===== config.mk =====
export PLATFORM = sky130hd
export DESIGN_NAME = gaa_ctrl
export DESIGN_NICKNAME = d
export VERILOG_FILES = /design/src/hw/rtl/gaa_pkg.sv /design/src/hw/rtl/gaa_ctrl.sv
export VERILOG_INCLUDE_DIRS = /design/src /design/src/hw/rtl
export SDC_FILE = /design/constraint.sdc
export NUM_CORES = 1
export LEC_CHECK = 0
export BUFFER_PORTS_ARGS = -buffer_cell sky130_fd_sc_hd__buf_2
export CAP_MARGIN = 0
export CORE_MARGIN = 1.5
export CORE_UTILIZATION = 43
export CTS_BUF_LIST = sky130_fd_sc_hd__clkbuf_2
export DETAILED_ROUTE_END_ITERATION = 7
export PLACE_DENSITY = 0.75
export SLEW_MARGIN = 20
export SYNTH_ARGS = -nofsm -noshare
export SYNTH_HDL_FRONTEND = slang
export SYNTH_SLANG_ARGS = --single-unit

===== constraint.sdc =====
create_clock -name clk -period 4.8 [get_ports clk]
set_clock_uncertainty 0.05 [all_clocks]
set_input_delay 0 -clock clk [delete_from_list [all_inputs] [get_ports clk]]
set_output_delay 0 -clock clk [all_outputs]
set_load 0.05 [all_outputs]

===== src/hw/rtl/assert_macros.svh =====
// Assertion macros used by the grid atlas allocator controller.
`ifndef ASSERT_MACROS_SVH
`define ASSERT_MACROS_SVH

// Same-cycle implication, sampled on clk and disabled while rst_n is low.
`define GAA_ASSERT_IMP(lbl, ante, cons) \
    lbl: assert property (@(posedge clk) disable iff (!rst_n) (ante) |-> (cons)) \
        else $error("gaa assertion failed");

// Next-cycle implication, sampled on clk and disabled while rst_n is low.
`define GAA_ASSERT_NXT(lbl, ante, cons) \
    lbl: assert property (@(posedge clk) disable iff (!rst_n) (ante) |=> (cons)) \
        else $error("gaa assertion failed");

`endif


===== src/hw/rtl/gaa_pkg.sv =====
// Shared constants, types and a helper function of the grid atlas allocator.
package gaa_pkg;

    localparam int MAX_COLS   = 64;
    localparam int MAX_ROWS   = 64;
    localparam int COL_IDX_W  = $clog2(MAX_COLS);
    localparam int COL_CNT_W  = COL_IDX_W + 1;
    localparam int ROW_IDX_W  = $clog2(MAX_ROWS);
    localparam int ROW_CNT_W  = ROW_IDX_W + 1;
    localparam int DIM_W      = 7;
    localparam int PORT_W     = 11;
    localparam int PIX_W      = 17;
    localparam int POS_W      = 16;
    localparam int CFG_IDX_W  = 2;
    localparam int CFG_DATA_W = 11;
    localparam int PROD_W     = 2 * PIX_W;
    localparam int TOT_W      = 33;
    localparam int ACC_W      = 29;
    localparam int SCORE_W    = 38;

    typedef enum logic [CFG_IDX_W-1:0] {
        CFG_PORTION_WIDTH  = 2'd0,
        CFG_PORTION_HEIGHT = 2'd1,
        CFG_GRID_COLS      = 2'd2,
        CFG_GRID_ROWS      = 2'd3
    } cfg_reg_t;

    typedef enum logic [1:0] {
        DIV_X,
        DIV_Y,
        DIV_W,
        DIV_H
    } div_src_t;

    typedef enum logic [2:0] {
        MUL_GW,
        MUL_GH,
        MUL_TOT,
        MUL_XP,
        MUL_YP,
        MUL_RP,
        MUL_BP
    } mul_sel_t;

    typedef enum logic [1:0] {
        ACC_HOLD,
        ACC_LOAD,
        ACC_ADD
    } acc_op_t;

    typedef struct packed {
        logic     load_req;
        logic     div_start;
        div_src_t div_src;
        mul_sel_t mul_sel;
        logic     gw_ld;
        logic     gh_ld;
        logic     tot_ld;
        logic     scan_init;
        logic     row_start;
        logic     or_acc;
        logic     col_init;
        logic     col_next;
        logic     row_next;
        acc_op_t  acc_op;
        logic     ntot_ld;
        logic     score_ld;
        logic     best_upd;
        logic     mark_init;
        logic     clr_init;
        logic     mem_wr;
        logic     halve;
        logic     res_ld;
        logic     res_ok;
    } gaa_cmd_t;

    typedef struct packed {
        logic kind;
        logic div_done;
        logic pre_fail;
        logic row_fits;
        logic col_fits;
        logic win_free;
        logic row_last;
        logic found;
        logic retry_ok;
        logic da_ok;
    } gaa_sts_t;

    // Ones in bit positions start .. start+count-1, nothing past the top bit.
    function automatic logic [MAX_COLS-1:0] span_mask(input logic [COL_IDX_W-1:0] start,
                                                     input logic [COL_CNT_W-1:0] count);
        logic [COL_CNT_W:0]  lo;
        logic [COL_CNT_W:0]  hi;
        logic [MAX_COLS-1:0] m;
        lo = (COL_CNT_W + 1)'(start);
        hi = lo + (COL_CNT_W + 1)'(count);
        for (int b = 0; b < MAX_COLS; b++)
        begin
            m[b] = ((COL_CNT_W + 1)'(b) >= lo) && ((COL_CNT_W + 1)'(b) < hi);
        end
        return m;
    endfunction

endpackage


===== src/hw/rtl/gaa_ctrl.sv =====
// Controller: sequences divisions, the placement scan, map updates and the result hand-off.
module gaa_ctrl
    import gaa_pkg::*;
(
    input  logic     clk,
    input  logic     rst_n,
    input  logic     req_valid,
    input  logic     req_kind,
    output logic     req_ready,
    output logic     res_valid,
    input  logic     res_ready,
    input  gaa_sts_t sts,
    output gaa_cmd_t cmd
);
`include "assert_macros.svh"

    typedef enum logic [4:0] {
        S_IDLE,
        S_DSTART,
        S_DWAIT,
        S_A_CHK,
        S_G0,
        S_G1,
        S_G2,
        S_G3,
        S_G4,
        S_ROW,
        S_OR_RD,
        S_OR_ACC,
        S_COL,
        S_SC0,
        S_SC1,
        S_SC2,
        S_SC3,
        S_SC4,
        S_SC5,
        S_SC6,
        S_END,
        S_A_FAIL,
        S_DA_CHK,
        S_RMW_RD,
        S_RMW_WR,
        S_RES
    } state_t;

    state_t   state_reg;
    div_src_t src_reg;
    logic     ok_reg;
    logic     out_vld_reg;
    logic     accept;
    logic     res_free;

    assign req_ready = (state_reg == S_IDLE);
    assign accept    = req_valid && req_ready;
    assign res_valid = out_vld_reg;
    assign res_free  = !out_vld_reg || res_ready;

    always_comb
    begin
        cmd         = '0;
        cmd.div_src = src_reg;
        cmd.mul_sel = MUL_GW;
        cmd.acc_op  = ACC_HOLD;
        cmd.res_ok  = ok_reg;
        unique case (state_reg)
            S_IDLE:   cmd.load_req = accept;
            S_DSTART: cmd.div_start = 1'b1;
            S_G0:     cmd.mul_sel = MUL_GW;
            S_G1:     begin cmd.mul_sel = MUL_GH; cmd.gw_ld = 1'b1; end
            S_G2:     cmd.gh_ld = 1'b1;
            S_G3:     cmd.mul_sel = MUL_TOT;
            S_G4:     begin cmd.tot_ld = 1'b1; cmd.scan_init = 1'b1; end
            S_ROW:    cmd.row_start = sts.row_fits;
            S_OR_ACC: begin cmd.or_acc = 1'b1; cmd.col_init = sts.row_last; end
            S_COL:
            begin
                cmd.row_next = !sts.col_fits;
                cmd.col_next = sts.col_fits && !sts.win_free;
            end
            S_SC0:    cmd.mul_sel = MUL_XP;
            S_SC1:    begin cmd.mul_sel = MUL_YP; cmd.acc_op = ACC_LOAD; end
            S_SC2:    begin cmd.mul_sel = MUL_RP; cmd.acc_op = ACC_ADD; end
            S_SC3:    begin cmd.mul_sel = MUL_BP; cmd.acc_op = ACC_ADD; end
            S_SC4:    begin cmd.acc_op = ACC_ADD; cmd.ntot_ld = 1'b1; end
            S_SC5:    cmd.score_ld = 1'b1;
            S_SC6:    begin cmd.best_upd = 1'b1; cmd.col_next = 1'b1; end
            S_END:    cmd.mark_init = sts.found;
            S_A_FAIL: begin cmd.halve = sts.retry_ok; cmd.div_src = DIV_W; end
            S_DA_CHK: cmd.clr_init = sts.da_ok;
            S_RMW_WR: cmd.mem_wr = 1'b1;
            S_RES:    cmd.res_ld = res_free;
            default:  ;
        endcase
    end

    always_ff @(posedge clk or negedge rst_n)
    begin
        if (!rst_n)
        begin
            state_reg   <= S_IDLE;
            src_reg     <= DIV_W;
            ok_reg      <= 1'b0;
            out_vld_reg <= 1'b0;
        end
        else
        begin
            if ((state_reg == S_RES) && res_free)
                out_vld_reg <= 1'b1;
            else if (out_vld_reg && res_ready)
                out_vld_reg <= 1'b0;
            unique case (state_reg)
                S_IDLE:
                begin
                    if (accept)
                    begin
                        src_reg   <= req_kind ? DIV_X : DIV_W;
                        state_reg <= S_DSTART;
                    end
                end
                S_DSTART: state_reg <= S_DWAIT;
                S_DWAIT:
                begin
                    if (sts.div_done)
                    begin
                        unique case (src_reg)
                            DIV_X:   begin src_reg <= DIV_Y; state_reg <= S_DSTART; end
                            DIV_Y:   begin src_reg <= DIV_W; state_reg <= S_DSTART; end
                            DIV_W:   begin src_reg <= DIV_H; state_reg <= S_DSTART; end
                            DIV_H:   state_reg <= sts.kind ? S_DA_CHK : S_A_CHK;
                            default: state_reg <= S_IDLE;
                        endcase
                    end
                end
                S_A_CHK:  state_reg <= sts.pre_fail ? S_A_FAIL : S_G0;
                S_G0:     state_reg <= S_G1;
                S_G1:     state_reg <= S_G2;
                S_G2:     state_reg <= S_G3;
                S_G3:     state_reg <= S_G4;
                S_G4:     state_reg <= S_ROW;
                S_ROW:    state_reg <= sts.row_fits ? S_OR_RD : S_END;
                S_OR_RD:  state_reg <= S_OR_ACC;
                S_OR_ACC: state_reg <= sts.row_last ? S_COL : S_OR_RD;
                S_COL:
                begin
                    if (!sts.col_fits)
                        state_reg <= S_ROW;
                    else if (sts.win_free)
                        state_reg <= S_SC0;
                end
                S_SC0:    state_reg <= S_SC1;
                S_SC1:    state_reg <= S_SC2;
                S_SC2:    state_reg <= S_SC3;
                S_SC3:    state_reg <= S_SC4;
                S_SC4:    state_reg <= S_SC5;
                S_SC5:    state_reg <= S_SC6;
                S_SC6:    state_reg <= S_COL;
                S_END:
                begin
                    ok_reg    <= sts.found;
                    state_reg <= sts.found ? S_RMW_RD : S_A_FAIL;
                end
                S_A_FAIL:
                begin
                    if (sts.retry_ok)
                    begin
                        src_reg   <= DIV_W;
                        state_reg <= S_DSTART;
                    end
                    else
                    begin
                        ok_reg    <= 1'b0;
                        state_reg <= S_RES;
                    end
                end
                S_DA_CHK:
                begin
                    ok_reg    <= 1'b0;
                    state_reg <= sts.da_ok ? S_RMW_RD : S_RES;
                end
                S_RMW_RD: state_reg <= S_RMW_WR;
                S_RMW_WR: state_reg <= sts.row_last ? S_RES : S_RMW_RD;
                S_RES:
                begin
                    if (res_free)
                        state_reg <= S_IDLE;
                end
                default:  state_reg <= S_IDLE;
            endcase
        end
    end

    // A new result never replaces one that the consumer has not taken.
    `GAA_ASSERT_IMP(a_res_no_overwrite, cmd.res_ld, !out_vld_reg || res_ready)
    // The result valid only rises after a result load.
    `GAA_ASSERT_IMP(a_valid_after_load, $rose(out_vld_reg), $past(cmd.res_ld))
    // An accepted request always starts a division sequence.
    `GAA_ASSERT_NXT(a_accept_starts, accept, state_reg == S_DSTART)
endmodule

; Yosys cells after proc, flatten, opt, wreduce, memory -nomap -nowiden
; Cells that the tools add are included.
[totals]
ff_bits = 9
input_bits = 15
output_inout_bits = 29
wordCells = 102
[classes]
eq_ne = 35
muxes = 45
reduce_logical = 18
[ops]
columns = cell, count
row1 = one-hot mux 5 bit (26 select lines), 1
row2 = equality test 5 bit (second input constant), 10
row3 = two-way mux 5 bit, 9
row4 = equality test 5 x 4 -> 1 bit (second input constant), 8
row5 = equality test 5 x 3 -> 1 bit (second input constant), 4
row6 = one-hot mux 3 bit (6 select lines), 1
row7 = two-way mux 1 bit, 17
row8 = two-way mux 2 bit, 8
row9 = one-hot mux 2 bit (3 select lines), 2
row10 = equality test 5 x 2 -> 1 bit (second input constant), 2
row11 = one-hot mux 5 bit (2 select lines), 1
row12 = two-way mux 4 bit, 2
row13 = inequality test 2 bit (second input constant), 4
row14 = nonzero test 3 bit, 2
row15 = OR reduction 3 bit, 2
row16 = equality test 5 x 1 -> 1 bit (second input constant), 1
row17 = zero test 5 bit, 1
row18 = AND reduction 5 bit, 1
row19 = equality test 2 bit (second input constant), 2
row20 = logical AND 1 bit, 4
row21 = inequality test 4 bit (second input constant), 1
row22 = one-hot mux 2 bit (2 select lines), 1
row23 = AND reduction 4 bit, 1
row24 = zero test 1 bit, 3
row25 = other kinds (10), 10

; Longest topological paths before layout
[depth]
word_depth = 5
depth_mapped = 7
mapped_depth_nobuf = 6

; Least setup slack after synthesis
; Ideal clock, no wire load.
[synth_path]
path_kind = reg-to-output
startpoint = reg state_reg[4]
endpoint = out cmd[26] (netlist bit)
t_arrival_ps = 2533
required_ps = 4750
path_slack_ps = 2217
stages_incl_launch_ff = 6
path_buffers = 2
cell_sequence = dfrtp_1 > buf_6 > or2_1 > buf_6 > nor3_1 > and2_1
[synth_rtl]
columns = item, line
row1 = "start, declared", gaa_ctrl.sv:46  ; state_t state_reg;
row2 = "start signal, assigned", gaa_ctrl.sv:129  ; DIV_H: state_reg <= sts.kind ? S_DA_CHK : S_A_CHK;
row3 = "start signal, assigned", gaa_ctrl.sv:134  ; S_A_CHK: state_reg <= sts.pre_fail ? S_A_FAIL : S_G0;
row4 = "start signal, assigned", gaa_ctrl.sv:140  ; S_ROW: state_reg <= sts.row_fits ? S_OR_RD : S_END;
row5 = "end, declared", gaa_ctrl.sv:13  ; output gaa_cmd_t cmd

==> impl_metrics.json <==
{
  "critPathKind": "reg2out",
  "synth_mux_area_share_pct": 3.003,
  "rsz0062_at_grt": "no",
  "drc": 0,
  "synth_top_area_share_pct": 17.80,
  "synth_compound_area_share_pct": 26.59,
  "synthFlopType": "dfrtp_1",
  "dpl.hpwl_um": 2490,
  "synth_simple_gate_area_share_pct": 37.04,
  "cts.path.max_buffers": 2,
  "port_buffers": 43,
  "synthAdderAreaFrac_pct": 3.337,
  "cts_tree": "built",
  "cap_violations": 0,
  "io_pins": 44,
  "grt_max_degree": 32,
  "finalCriticalPeriod_ps": 2384,
  "synth.area.top_cells": "dfrtp_1 (18%), nor2_1 (10%), a21oi_1 (5.3%)",
  "crit_chain": "nand2b_1 > nand2b_1 > nor2_1 > a31oi_1 > o22ai_1 > buf_2",
  "required_ps": 4750,
  "wl_um": 3375,
  "p_clk_share_pct": 5.7,
  "wire_per_inst_um": 15.00,
  "path_clk_slew_ps": 100,
  "largest_register_ffs": 5,
  "p_seq_share_pct": 24.7,
  "cts.sinks": 9,
  "powerDensity_nw_per_um2": 680.7,
  "synth_edf_count": 0,
  "postCtsSetupRepairBufs": 0,
  "area_growth_pct": 18.13,
  "grt_pass1_wl_um": 5168,
  "drive_gt1_share_pct": 28.72,
  "drv_slew": 0,
  "setup_viol": 0,
  "synth_seq_cells": 9,
  "routed_via_density": 5.969,
  "cpPeakStageDelay_ps": 950,
  "synth_nets": 180,
  "synth_top_family_by_area": "simple AND/OR/NAND/NOR gates",
  "path_max_fanout": 31,
  "dieArea_um2": 2932,
  "syn_avg_cell_area_um2": 6.943,
  "gp_congestion": 0.9801,
  "htree_levels": 1,
  "crit_buf_inv": 1,
  "critical_path.top_delay_family": "flip-flops",
  "grtUsageTotal_pct": 23.94,
  "startpoint_type": "flip-flop",
  "die_width_um": 54.15,
  "start_util_pct": 45.40,
  "cts-root-buf": "clkbuf_2",
  "async_flop_share_pct": 100.0,
  "critPathArrivalTime_ps": 2330,
  "drtAntennaViolNets": 0,
  "crit_path_start": "state_reg[3]$_DFFE_PN0P_",
  "core_area_um2": 2477,
  "clock.fmax_mhz": 419.5,
  "reg2reg_from": "state_reg[3]$_DFFE_PN0P_",
  "comb_power_share_pct": 69.6,
  "synth_cells": 162,
  "timing_hold_violations_final": 0,
  "clk_latency_ps": 260,
  "synth-xor-area-share_pct": 0,
  "tightest_slew_ps": 916.1,
  "cts_buffers": 3,
  "grt_overflow_total": 0,
  "die_h_um": 54.15,
  "slew_headroom_pct": 38.93,
  "p_total_w": 0.0009045,
  "grt_pass1_vias": 1167,
  "finalSetupTns_ps": 0,
  "synth_area_um2": 1125,
  "drt_iter0_markers": 74,
  "p_switching_w": 0.0005724,
  "period_share_pct": 49.67,
  "ys_types": 49,
  "antennaDiodeCount": 0,
  "layout.nets": 214,
  "cp-end-kind": "output port",
  "worstHoldPathType": "in2async",
  "num_vias": 1343,
  "critPathSlowestCell": "dfrtp_1",
  "internal_power_w": 0.0003321,
  "synth_seq_area_share_pct": 20.13,
  "rows": 18,
  "switching_share_pct": 63.29,
  "timing.critical_path.mode_cell": "nand2b_1",
  "yosysTopAreaCell": "dfrtp_1",
  "yosys_warnings": 0,
  "status": "complete, no violations",
  "drt_first_pass_iters": 4,
  "ir_drop_uv": 368.4,
  "antenna_found_initial": 0,
  "cellLeakagePower_nw": 0.6840
}
## power groups by stage
stage                     sequential [W]  clock [W]  combinational, W
after floorplan                 0.000131          0          0.000601
after global placement          0.000216          0          0.000613
after detailed placement        0.000219          0          0.000618
after CTS                       0.000218  0.0000523          0.000623
after global routing            0.000234  0.0000560          0.000675
final                           0.000224  0.0000514          0.000630
## layout by cell type (no fill, tap or decap), types with 2 or more instances in the layout
cell type	instances
a21oi_1	12
a31oi_1	4
and3_1	4
and3b_1	3
buf_2	43
clkbuf_2	4
dfrtp_1	8
dlygate4sd3_1	2
ha_1	3
inv_1	6
mux2_2	2
nand2_1	11
nand2b_1	5
nand3b_1	2
nor2_1	30
nor2b_1	2
nor3_1	9
o21ai_0	8
o21ai_1	2
o22ai_1	4
o311a_1	2
o311ai_0	2
or2_1	2
or3_1	2
## stage by stage
stage                     std cells  cell area [µm²]  hold WS [ps]  setup slack (ps)  util, %
after floorplan                 162             1125        -345.6              2217        -
after global placement          219             1289        -189.4              2618    52.02
after detailed placement        219             1289        -190.0              2600    52.02
after CTS                       225             1329         47.38              2444    53.64
after global routing            225             1329         70.19              2223    53.64
final                           225             1329         56.17              2416    53.64
## worst paths after layout
| check | endpoint | slack, ps | cells after the start |
|---|---|---|---|
| min in group clk | state_reg[0]$_DFFE_PN0P_ | 60 | 4 |
| max reg2reg | state_reg[1]$_DFFE_PN0P_ | 2560 | 5 |
| max in group asynchronous | src_reg[1]$_DFFE_PN1P_ | 4400 | 2 |
| min reg2reg | ok_reg$_DFFE_PN0P_ | 450 | 1 |
| min | state_reg[1]$_DFFE_PN0P_ | 60 | 2 |
| max | cmd[21] | 2420 | 6 |
## cell usage after synthesis (all sizes together) (2+ instances only)
cell and instances:
nand3b 3, dfrtp 8, mux2 3, inv 6
or3 3, o21ai 11, nand2 11, nor2b 2
nor3 9, and3 4, buf 10, o22ai 4
nand2b 5, a31oi 4, and3b 3, clkbuf 6
o311a 2, or2 3, nor2 31, ha 3
a21oi 12, o311ai 2
## repair_timing
| action | 4_1_cts | 5_1_grt |
|---|---|---|
| endpoints found under the hold margin | 10 | 0 |
| gates resized for setup | 0 | 0 |
| hold buffers | 2 | 0 |
## layout make-up
type | instances | area (µm²)
Fill cell | 255 | 1149
Tap cell | 30 | 37.54
Inverter | 6 | 22.52
Clock buffer | 4 | 20.02
Multi-Input combinational cell | 131 | 787.0
Timing Repair Buffer | 45 | 235.2
Sequential cell | 9 | 226.5
## per-layer routing
| metal | vias up | part of all wire (%) | global-route usage [%] | wire, µm |
|---|---|---|---|---|
| met3 | 7 | 8.6 | 3.333 | 290 |
| met5 | - | 0 | 0 | 0 |
| met4 | 0 | 0.86 | 9.583 | 29 |
| met2 | 73 | 50 | 36.55 | 1687 |
| li1 | 644 | - | - | - |
| met1 | 619 | 41 | 33.56 | 1368 |
## cells by family (layout without fill, tap and decap cells)
logic type | after synthesis | count (layout)
compound gates | 46 | 46
fa+ha+maj | 3 | 3
buf+inv | 22 | 55
flops | 9 | 9
mux | 3 | 3
simple gates | 79 | 79
No activity file was read; power rests on OpenSTA's default activity.
